===== config.mk =====
export PLATFORM = sky130hd
export DESIGN_NAME = odo_ctrl
export DESIGN_NICKNAME = d
export VERILOG_FILES = /design/src/rtl/odo_pkg.sv /design/src/rtl/odo_ctrl.sv
export SDC_FILE = /design/constraint.sdc
export NUM_CORES = 1
export LEC_CHECK = 0
export BUFFER_PORTS_ARGS = -buffer_cell sky130_fd_sc_hd__buf_4
export CORE_AREA = 8 8 45 47
export DETAILED_ROUTE_END_ITERATION = 10
export DIE_AREA = 0 0 53 55
export HOLD_SLACK_MARGIN = 0.1
export PLACE_DENSITY = 0.61
export SLEW_MARGIN = 40
export SYNTH_ARGS = -nofsm -noshare
export SYNTH_HDL_FRONTEND = slang
export SYNTH_SLANG_ARGS = --single-unit
export TNS_END_PERCENT = 100

===== constraint.sdc =====
create_clock -name clk -period 4.15 [get_ports clk]
set_clock_uncertainty 0.1 [all_clocks]
set_input_delay 0.2075 -clock clk [delete_from_list [all_inputs] [get_ports clk]]
set_output_delay 0.2075 -clock clk [all_outputs]
set_load 0.02 [all_outputs]

===== src/rtl/odo_pkg.sv =====
// Shared types, codes, constants and helper functions of the odometry block.
`default_nettype none
package odo_pkg;

	localparam int FRAC_BITS_DEF    = 16;
	localparam int CORDIC_STEPS_DEF = 16;

	localparam int OFFSET_W = 19;
	localparam int WORD_W   = 32;
	localparam int SAT_W    = 68;
	localparam int ANGLE_W  = 35;
	localparam int ATAN_IDX_W = 5;

	localparam logic [1:0] OP_UPDATE    = 2'd0;
	localparam logic [1:0] OP_SET_CLEAR = 2'd1;
	localparam logic [1:0] OP_SET_ONLY  = 2'd2;

	localparam logic REG_FWD_OFFSET = 1'b0;
	localparam logic REG_LAT_OFFSET = 1'b1;

	localparam logic [33:0] TWO_PI_Q30  = 34'd6746518852;
	localparam logic [33:0] PI_Q30      = 34'd3373259426;
	localparam logic [33:0] HALF_PI_Q30 = 34'd1686629713;
	localparam logic [33:0] GAIN_Q30    = 34'd652032874;

	localparam logic [4:0] STEP_NONE  = 5'd0;
	localparam logic [4:0] STEP_DELTA = 5'd1;
	localparam logic [4:0] STEP_MULF  = 5'd2;
	localparam logic [4:0] STEP_MULL  = 5'd3;
	localparam logic [4:0] STEP_CORL  = 5'd4;
	localparam logic [4:0] STEP_MOD   = 5'd5;
	localparam logic [4:0] STEP_FOLD1 = 5'd6;
	localparam logic [4:0] STEP_FOLD2 = 5'd7;
	localparam logic [4:0] STEP_CORD  = 5'd8;
	localparam logic [4:0] STEP_FLIP  = 5'd9;
	localparam logic [4:0] STEP_ROT0  = 5'd10;
	localparam logic [4:0] STEP_ROT1  = 5'd11;
	localparam logic [4:0] STEP_ROT2  = 5'd12;
	localparam logic [4:0] STEP_ROT3  = 5'd13;
	localparam logic [4:0] STEP_ROT4  = 5'd14;
	localparam logic [4:0] STEP_ROT5  = 5'd15;
	localparam logic [4:0] STEP_POSE  = 5'd16;
	localparam logic [4:0] STEP_SETP  = 5'd17;
	localparam logic [4:0] STEP_PUB   = 5'd18;

	typedef struct packed {
		logic       capture;
		logic [4:0] step;
	} odo_cmd_t;

	typedef struct packed {
		logic [1:0] op;
		logic       mod_last;
		logic       cor_last;
	} odo_sts_t;

	function automatic logic signed [WORD_W-1:0] sat32(input logic signed [SAT_W-1:0] v);
		logic signed [SAT_W-1:0] hi;
		logic signed [SAT_W-1:0] lo;
		hi = SAT_W'(33'sh0_7FFF_FFFF);
		lo = SAT_W'(33'sh1_8000_0000);
		if (v > hi) begin
			return 32'sh7FFF_FFFF;
		end else if (v < lo) begin
			return 32'sh8000_0000;
		end
		return v[WORD_W-1:0];
	endfunction

	function automatic logic [29:0] atan_q30(input logic [ATAN_IDX_W-1:0] i);
		logic [29:0] r;
		unique case (i)
			5'd0:  r = 30'd843314856;
			5'd1:  r = 30'd497837829;
			5'd2:  r = 30'd263043836;
			5'd3:  r = 30'd133525158;
			5'd4:  r = 30'd67021686;
			5'd5:  r = 30'd33543515;
			5'd6:  r = 30'd16775850;
			5'd7:  r = 30'd8388437;
			5'd8:  r = 30'd4194282;
			5'd9:  r = 30'd2097149;
			5'd10: r = 30'd1048575;
			5'd11: r = 30'd524287;
			5'd12: r = 30'd262143;
			5'd13: r = 30'd131071;
			5'd14: r = 30'd65535;
			5'd15: r = 30'd32767;
			5'd16: r = 30'd16383;
			5'd17: r = 30'd8191;
			5'd18: r = 30'd4095;
			5'd19: r = 30'd2047;
			5'd20: r = 30'd1023;
			5'd21: r = 30'd511;
			5'd22: r = 30'd255;
			5'd23: r = 30'd127;
			default: r = 30'd0;
		endcase
		return r;
	endfunction

endpackage
`default_nettype wire


===== src/rtl/odo_ctrl.sv =====
// Controller state machine that sequences the odometry datapath.
`default_nettype none
module odo_ctrl
	import odo_pkg::*;
(
	input  wire logic     clk,
	input  wire logic     arst_n,
	input  wire logic     in_valid,
	output logic          in_ready,
	output logic          out_valid,
	input  wire logic     out_ready,
	input  wire odo_sts_t sts,
	output odo_cmd_t      cmd
);

	localparam logic [4:0] S_IDLE  = 5'd0;
	localparam logic [4:0] S_DISP  = 5'd1;
	localparam logic [4:0] S_DELTA = 5'd2;
	localparam logic [4:0] S_MULF  = 5'd3;
	localparam logic [4:0] S_MULL  = 5'd4;
	localparam logic [4:0] S_CORL  = 5'd5;
	localparam logic [4:0] S_MOD   = 5'd6;
	localparam logic [4:0] S_FOLD1 = 5'd7;
	localparam logic [4:0] S_FOLD2 = 5'd8;
	localparam logic [4:0] S_CORD  = 5'd9;
	localparam logic [4:0] S_FLIP  = 5'd10;
	localparam logic [4:0] S_ROT0  = 5'd11;
	localparam logic [4:0] S_ROT1  = 5'd12;
	localparam logic [4:0] S_ROT2  = 5'd13;
	localparam logic [4:0] S_ROT3  = 5'd14;
	localparam logic [4:0] S_ROT4  = 5'd15;
	localparam logic [4:0] S_ROT5  = 5'd16;
	localparam logic [4:0] S_POSE  = 5'd17;
	localparam logic [4:0] S_SETP  = 5'd18;
	localparam logic [4:0] S_DONE  = 5'd19;

	logic [4:0] state_q;
	logic [4:0] state_d;
	logic       out_valid_q;
	logic       publish;

	assign in_ready  = (state_q == S_IDLE);
	assign out_valid = out_valid_q;
	assign publish   = (state_q == S_DONE) && (!out_valid_q || out_ready);

	always_comb begin
		state_d     = state_q;
		cmd.capture = 1'b0;
		cmd.step    = STEP_NONE;
		unique case (state_q)
			S_IDLE: begin
				cmd.capture = in_valid;
				if (in_valid) state_d = S_DISP;
			end
			S_DISP: begin
				if (sts.op == OP_UPDATE) begin
					state_d = S_DELTA;
				end else if (sts.op == OP_SET_CLEAR || sts.op == OP_SET_ONLY) begin
					state_d = S_SETP;
				end else begin
					state_d = S_DONE;
				end
			end
			S_DELTA: begin cmd.step = STEP_DELTA; state_d = S_MULF; end
			S_MULF:  begin cmd.step = STEP_MULF;  state_d = S_MULL; end
			S_MULL:  begin cmd.step = STEP_MULL;  state_d = S_CORL; end
			S_CORL:  begin cmd.step = STEP_CORL;  state_d = S_MOD;  end
			S_MOD: begin
				cmd.step = STEP_MOD;
				if (sts.mod_last) state_d = S_FOLD1;
			end
			S_FOLD1: begin cmd.step = STEP_FOLD1; state_d = S_FOLD2; end
			S_FOLD2: begin cmd.step = STEP_FOLD2; state_d = S_CORD;  end
			S_CORD: begin
				cmd.step = STEP_CORD;
				if (sts.cor_last) state_d = S_FLIP;
			end
			S_FLIP: begin cmd.step = STEP_FLIP; state_d = S_ROT0; end
			S_ROT0: begin cmd.step = STEP_ROT0; state_d = S_ROT1; end
			S_ROT1: begin cmd.step = STEP_ROT1; state_d = S_ROT2; end
			S_ROT2: begin cmd.step = STEP_ROT2; state_d = S_ROT3; end
			S_ROT3: begin cmd.step = STEP_ROT3; state_d = S_ROT4; end
			S_ROT4: begin cmd.step = STEP_ROT4; state_d = S_ROT5; end
			S_ROT5: begin cmd.step = STEP_ROT5; state_d = S_POSE; end
			S_POSE: begin cmd.step = STEP_POSE; state_d = S_DONE; end
			S_SETP: begin cmd.step = STEP_SETP; state_d = S_DONE; end
			S_DONE: begin
				if (publish) begin
					cmd.step = STEP_PUB;
					state_d  = S_IDLE;
				end
			end
			default: state_d = S_IDLE;
		endcase
	end

	always_ff @(posedge clk or negedge arst_n) begin
		if (!arst_n) begin
			state_q     <= S_IDLE;
			out_valid_q <= 1'b0;
		end else begin
			state_q <= state_d;
			if (publish) begin
				out_valid_q <= 1'b1;
			end else if (out_ready) begin
				out_valid_q <= 1'b0;
			end
		end
	end

	a_pub_slot_free: assert property (@(posedge clk) disable iff (!arst_n)
		(cmd.step == STEP_PUB) |-> (!out_valid_q || out_ready))
		else $error("result published over a pending transaction");
	a_capture_disp: assert property (@(posedge clk) disable iff (!arst_n)
		cmd.capture |=> (state_q == S_DISP))
		else $error("capture not followed by dispatch");
	a_mod_exit: assert property (@(posedge clk) disable iff (!arst_n)
		(state_q == S_MOD && sts.mod_last) |=> (state_q == S_FOLD1))
		else $error("angle reduction did not finish on its last step");
	a_no_accept_busy: assert property (@(posedge clk) disable iff (!arst_n)
		(state_q != S_IDLE) |-> !cmd.capture)
		else $error("input captured while busy");

endmodule
`default_nettype wire


* Word-level counts from Yosys, hierarchy flattened
Index checks and enable logic that the tools add are counted.
** Operators by class
- Shift operators :: 0
- Order comparisons :: 0
- Divide/modulo/power cells :: 0
- $add $sub $neg :: 0
- Reductions and logical operators :: 9
- Multipliers :: 0
- Equal/unequal tests :: 25
- Bitwise gates (word level) :: 0
- Mux-type cells :: 12
** Operators with widths (count)
- one-hot mux 5 bit (19 select lines) :: 1
- one-hot mux 5 bit (18 select lines) :: 1
- == test 5 x 4 -> 1 bit, second input constant :: 8
- 2-to-1 mux 5 bit :: 6
- == test 5 x 3 -> 1 bit, second input constant :: 4
- == test 5 bit, second input constant :: 4
- == test 5 x 2 -> 1 bit, second input constant :: 2
- != test 2 bit, second input constant :: 4
- == test 5 x 1 -> 1 bit, second input constant :: 1
- zero test 5 bit :: 1
- 2-to-1 mux 1 bit :: 4
- AND reduction 4 bit :: 1
- == test 2 x 1 -> 1 bit, second input constant :: 1
- == test 2 bit, second input constant :: 1
- zero test 2 bit :: 1
- logical OR 1 bit :: 2
- nonzero test 2 bit :: 1
- OR reduction 2 bit :: 1
- logical AND 1 bit :: 1
- zero test 1 bit :: 1
** Storage, ports and cells
- Logic and storage cells :: 48
- RAM bits :: 0
- Bits in latches :: 0
- Memories :: 0
- Bits of input ports :: 8
- ROM bits :: 0
- Output and inout bits :: 8
- Register bits after elaboration :: 6

* Logic depth before layout (Yosys ltp)
- Depth in word-level cells :: 5
- Depth in mapped cells :: 5

* Least setup slack after synthesis
OpenSTA, ideal clock, no wires.
- Path type :: reg-to-output
- From :: register state_q[3]
- To :: output cmd[5] in the netlist's numbering
- Cell stages (with the launch flop) :: 5
- Path slack :: 2.370 ns
- Data arrival time :: 1.473 ns
- Data required time :: 3.843 ns
- Cell sequence :: dfrtp_1 > buf_6 > or3_4 > nor3_2 > and2_1
** RTL lines
- start: declaration :: line odo_ctrl.sv:37 : logic [4:0] state_q;
- start signal: assignment :: line odo_ctrl.sv:102 : state_q <= state_d;
- end: declaration :: line odo_ctrl.sv:13 : output odo_cmd_t cmd

==> reports/metrics.csv <==
stage;metric;value;unit
run_status;outcome;finished, final reports clean;
routing;ANT nets after route;0;
global_routing;Total Routing Usage GR;9.385;%
clocking;total CTS buffers;3;
critical_path;crit-path max FO;14;
clocking;Clock Latency Late Sink;0.24;ns
global_routing;vias in the first global route;499;
routing;DRT Pass-1 Iters;4;
timing;Slew @ Worst Pin;0.4056;ns
synthesis;Synth Register Bits;6;
clocking;Max clock buf depth;2;
worst_hold_path;worst hold path type;in -> async;
clocking;Root Buffer;clkbuf_4;
critical_path;Critical Path Sink Type;output port;
clocking;post-CTS sizing;0;
final_layout;most common library cell in the layout ignoring fill and taps;buf_4;
critical_path;reg2reg setup slack;2.66;ns
synthesis;Syn Std Cell Area;490.5;µm²
final_layout;Fill cells;146;
power_and_ir_drop;PD cells;762.1;mW/mm²
critical_path;CP top delay family;simple AND/OR/NAND/NOR gates;
critical_path;Setup CP Type;reg -> out;
placed_design;post-place setup slack;2.463;ns
floorplanning;die extent in x;53;µm
synthesis;syn nets;69;
timing;unrepaired setup endpoints after global routing;no;
timing;Final Hold Vio Count;0;
placed_design;detailed placement HPWL;923.9;µm
power_and_ir_drop;P_leak;0.2672;nW
critical_path;worst path bufs/invs;1;
routing;drt drc;0;
clocking;CTS sink count;6;
power_and_ir_drop;total power;0.4758;mW
timing;Max Freq;515.6;MHz
final_layout;fin cells;91;
global_routing;first-pass GRT wire length;2.035;mm
critical_path;Worst R2R Start;state_q[4];
floorplanning;die height;55;µm
routing;DR WL/cell;13.69;µm
routing;final wirelength;1.246;mm
synthesis;syn_area_per_cell;8.040;µm²
floorplanning;area of the die;0.002915;mm²
clocking;TritonCTS clock tree;built;
routing;Avg Vias per Cell;5.407;
critical_path;critical-path cell list;or3_4 > nor3_2 > and2_1 > buf_4;
critical_path;reg2reg end;state_q[0];
power_and_ir_drop;VDD IR max;0.3833;mV
critical_path;worst r2r path cells;4;
routing;initial DRC count;3;
timing;worst rel slew slack;72.96;%
synthesis;post-synth cell types;26;
timing;final setup margin;2.211;ns
global_routing;initial antenna violation count;0;
global_routing;gr ovfl total;0;
final_layout;Synth-to-Final Area Change;27.30;%
timing;Period minus WS final;1.939;ns
floorplanning;FP Rows;14;
clocking;H-tree depth;1;
final_layout;share of layout cells above drive strength 1;29.33;%
floorplanning;Top-Level Pins;16;
flow_run;Max Cap Violations;0;
timing;final setup vio count;0;
routing;total number of vias;492;
floorplanning;starting density of the core;35.44;%
clocking;clock slew at reported path FFs;0.04;ns
critical_path;slowest CP cell;dfrtp_1;
critical_path;Worst Path Required;3.84;ns
synthesis;synth warn;0;
final_layout;most frequent cells in the layout;15 x buf_4, 10 x nor2_1, 6 x o21ai_0, 6 x dfrtp_1, 4 x nor2b_1;
final_layout;post-layout util;45.12;%
global_routing;pin count of the biggest net entering global routing;15;
placed_design;Port Buffer Count;15;
critical_path;CP Launch Type;flip-flop;
floorplanning;Core Box Area;0.001384;mm²
synthesis;register area share after synthesis;30.61;%
placed_design;routability congestion estimate;0.8165;
critical_path;crit-path max cell delay;0.50;ns
timing;setup TNS;0;ns
timing;final worst-path cycle share;46.73;%
critical_path;CP arrival;1.63;ns
synthesis;Syn Inst Count;61;
timing;Final Max Tran Viols;0;
placed_design;placed cell count;87;
final_layout;Final nets;85;
final_layout;diode count;0;
## cell usage after synthesis, drive strengths merged
master,instances,area [µm²]
nor2,10,37.54
dfrtp,6,150.1
o21ai,6,30.03
buf,5,31.28
nor2b,4,25.02
nor3,4,30.03
a21oi,3,15.01
nand2,3,11.26
a21boi,2,15.01
nand3b,2,15.01
o21a,2,15.01
xor2,2,17.52
and2,1,6.260
and4b,1,10.01
nand2b,1,6.260
nand3,1,5.000
nor4,1,12.51
o22ai,1,6.260
o31a,1,8.760
o31ai,1,7.510
or2b,1,7.510
or3,1,11.26
or3b,1,8.760
or4,1,7.510
## worst max-delay path by stage
stage	start	endpoint	slack [ns]	cells after the start
floorplan	state_q[3]	cmd[5]	2.37	4
global placement	state_q[4]	cmd[5]	2.51	4
detailed placement	state_q[4]	cmd[5]	2.46	4
CTS	state_q[4]	cmd[5]	2.20	4
global route	state_q[4]	cmd[5]	2.11	4
finish	state_q[4]	cmd[5]	2.21	4
## cell families after synthesis
family / count (synthesis) / share of synthesized area (%)
compound gates: 16 / 19.90
xor+xnor: 2 / 3.572
buf+inv: 5 / 6.378
flops: 6 / 30.61
simple gates: 32 / 39.54
## flip-flops by register name, summed over array words and instances (netlist names)
register and flops:
state_q 5, out_valid 1
## stage by stage
stage / hold slack [ns] / area [µm²]
after global placement: -0.08134 / 591.8
after floorplan: -0.1881 / 490.5
after CTS: 0.2029 / 624.3
after detailed placement: -0.08021 / 591.8
after global routing: 0.2087 / 624.3
final: 0.2079 / 624.3
## routing by layer
metal,part of all wire (%),wire length [µm],up-vias,global-route usage (%)
li1,-,-,244,-
met1,40,504,236,9.231
met2,54,674,12,17.38
met3,5.4,67,0,5.080
met4,0,0,0,1.293
met5,0,0,-,0
## power breakdown
group / total [mW] / leakage, nW / switching, mW / internal [mW]
combinational: 0.276 / 0.177 / 0.146 / 0.130
sequential: 0.147 / 0.0768 / 0.0651 / 0.0818
clock: 0.0526 / 0.0138 / 0.0200 / 0.0326
## cell type report
| cell class | count | area [µm²] | area share (%) |
|---|---|---|---|
| Clock buffer | 3 | 22.52 | 3.607 |
| Multi-Input combinational cell | 50 | 309.0 | 49.50 |
| Sequential cell | 6 | 150.1 | 24.05 |
| Tap cell | 16 | 20.02 | 3.206 |
| Timing Repair Buffer | 16 | 122.6 | 19.64 |
## what timing repair did
action                    CTS  global route
buffers inserted            0             0
hold buffers                1             0
hold endpoints to repair    6             0
(Power assumes the default switching activity.)
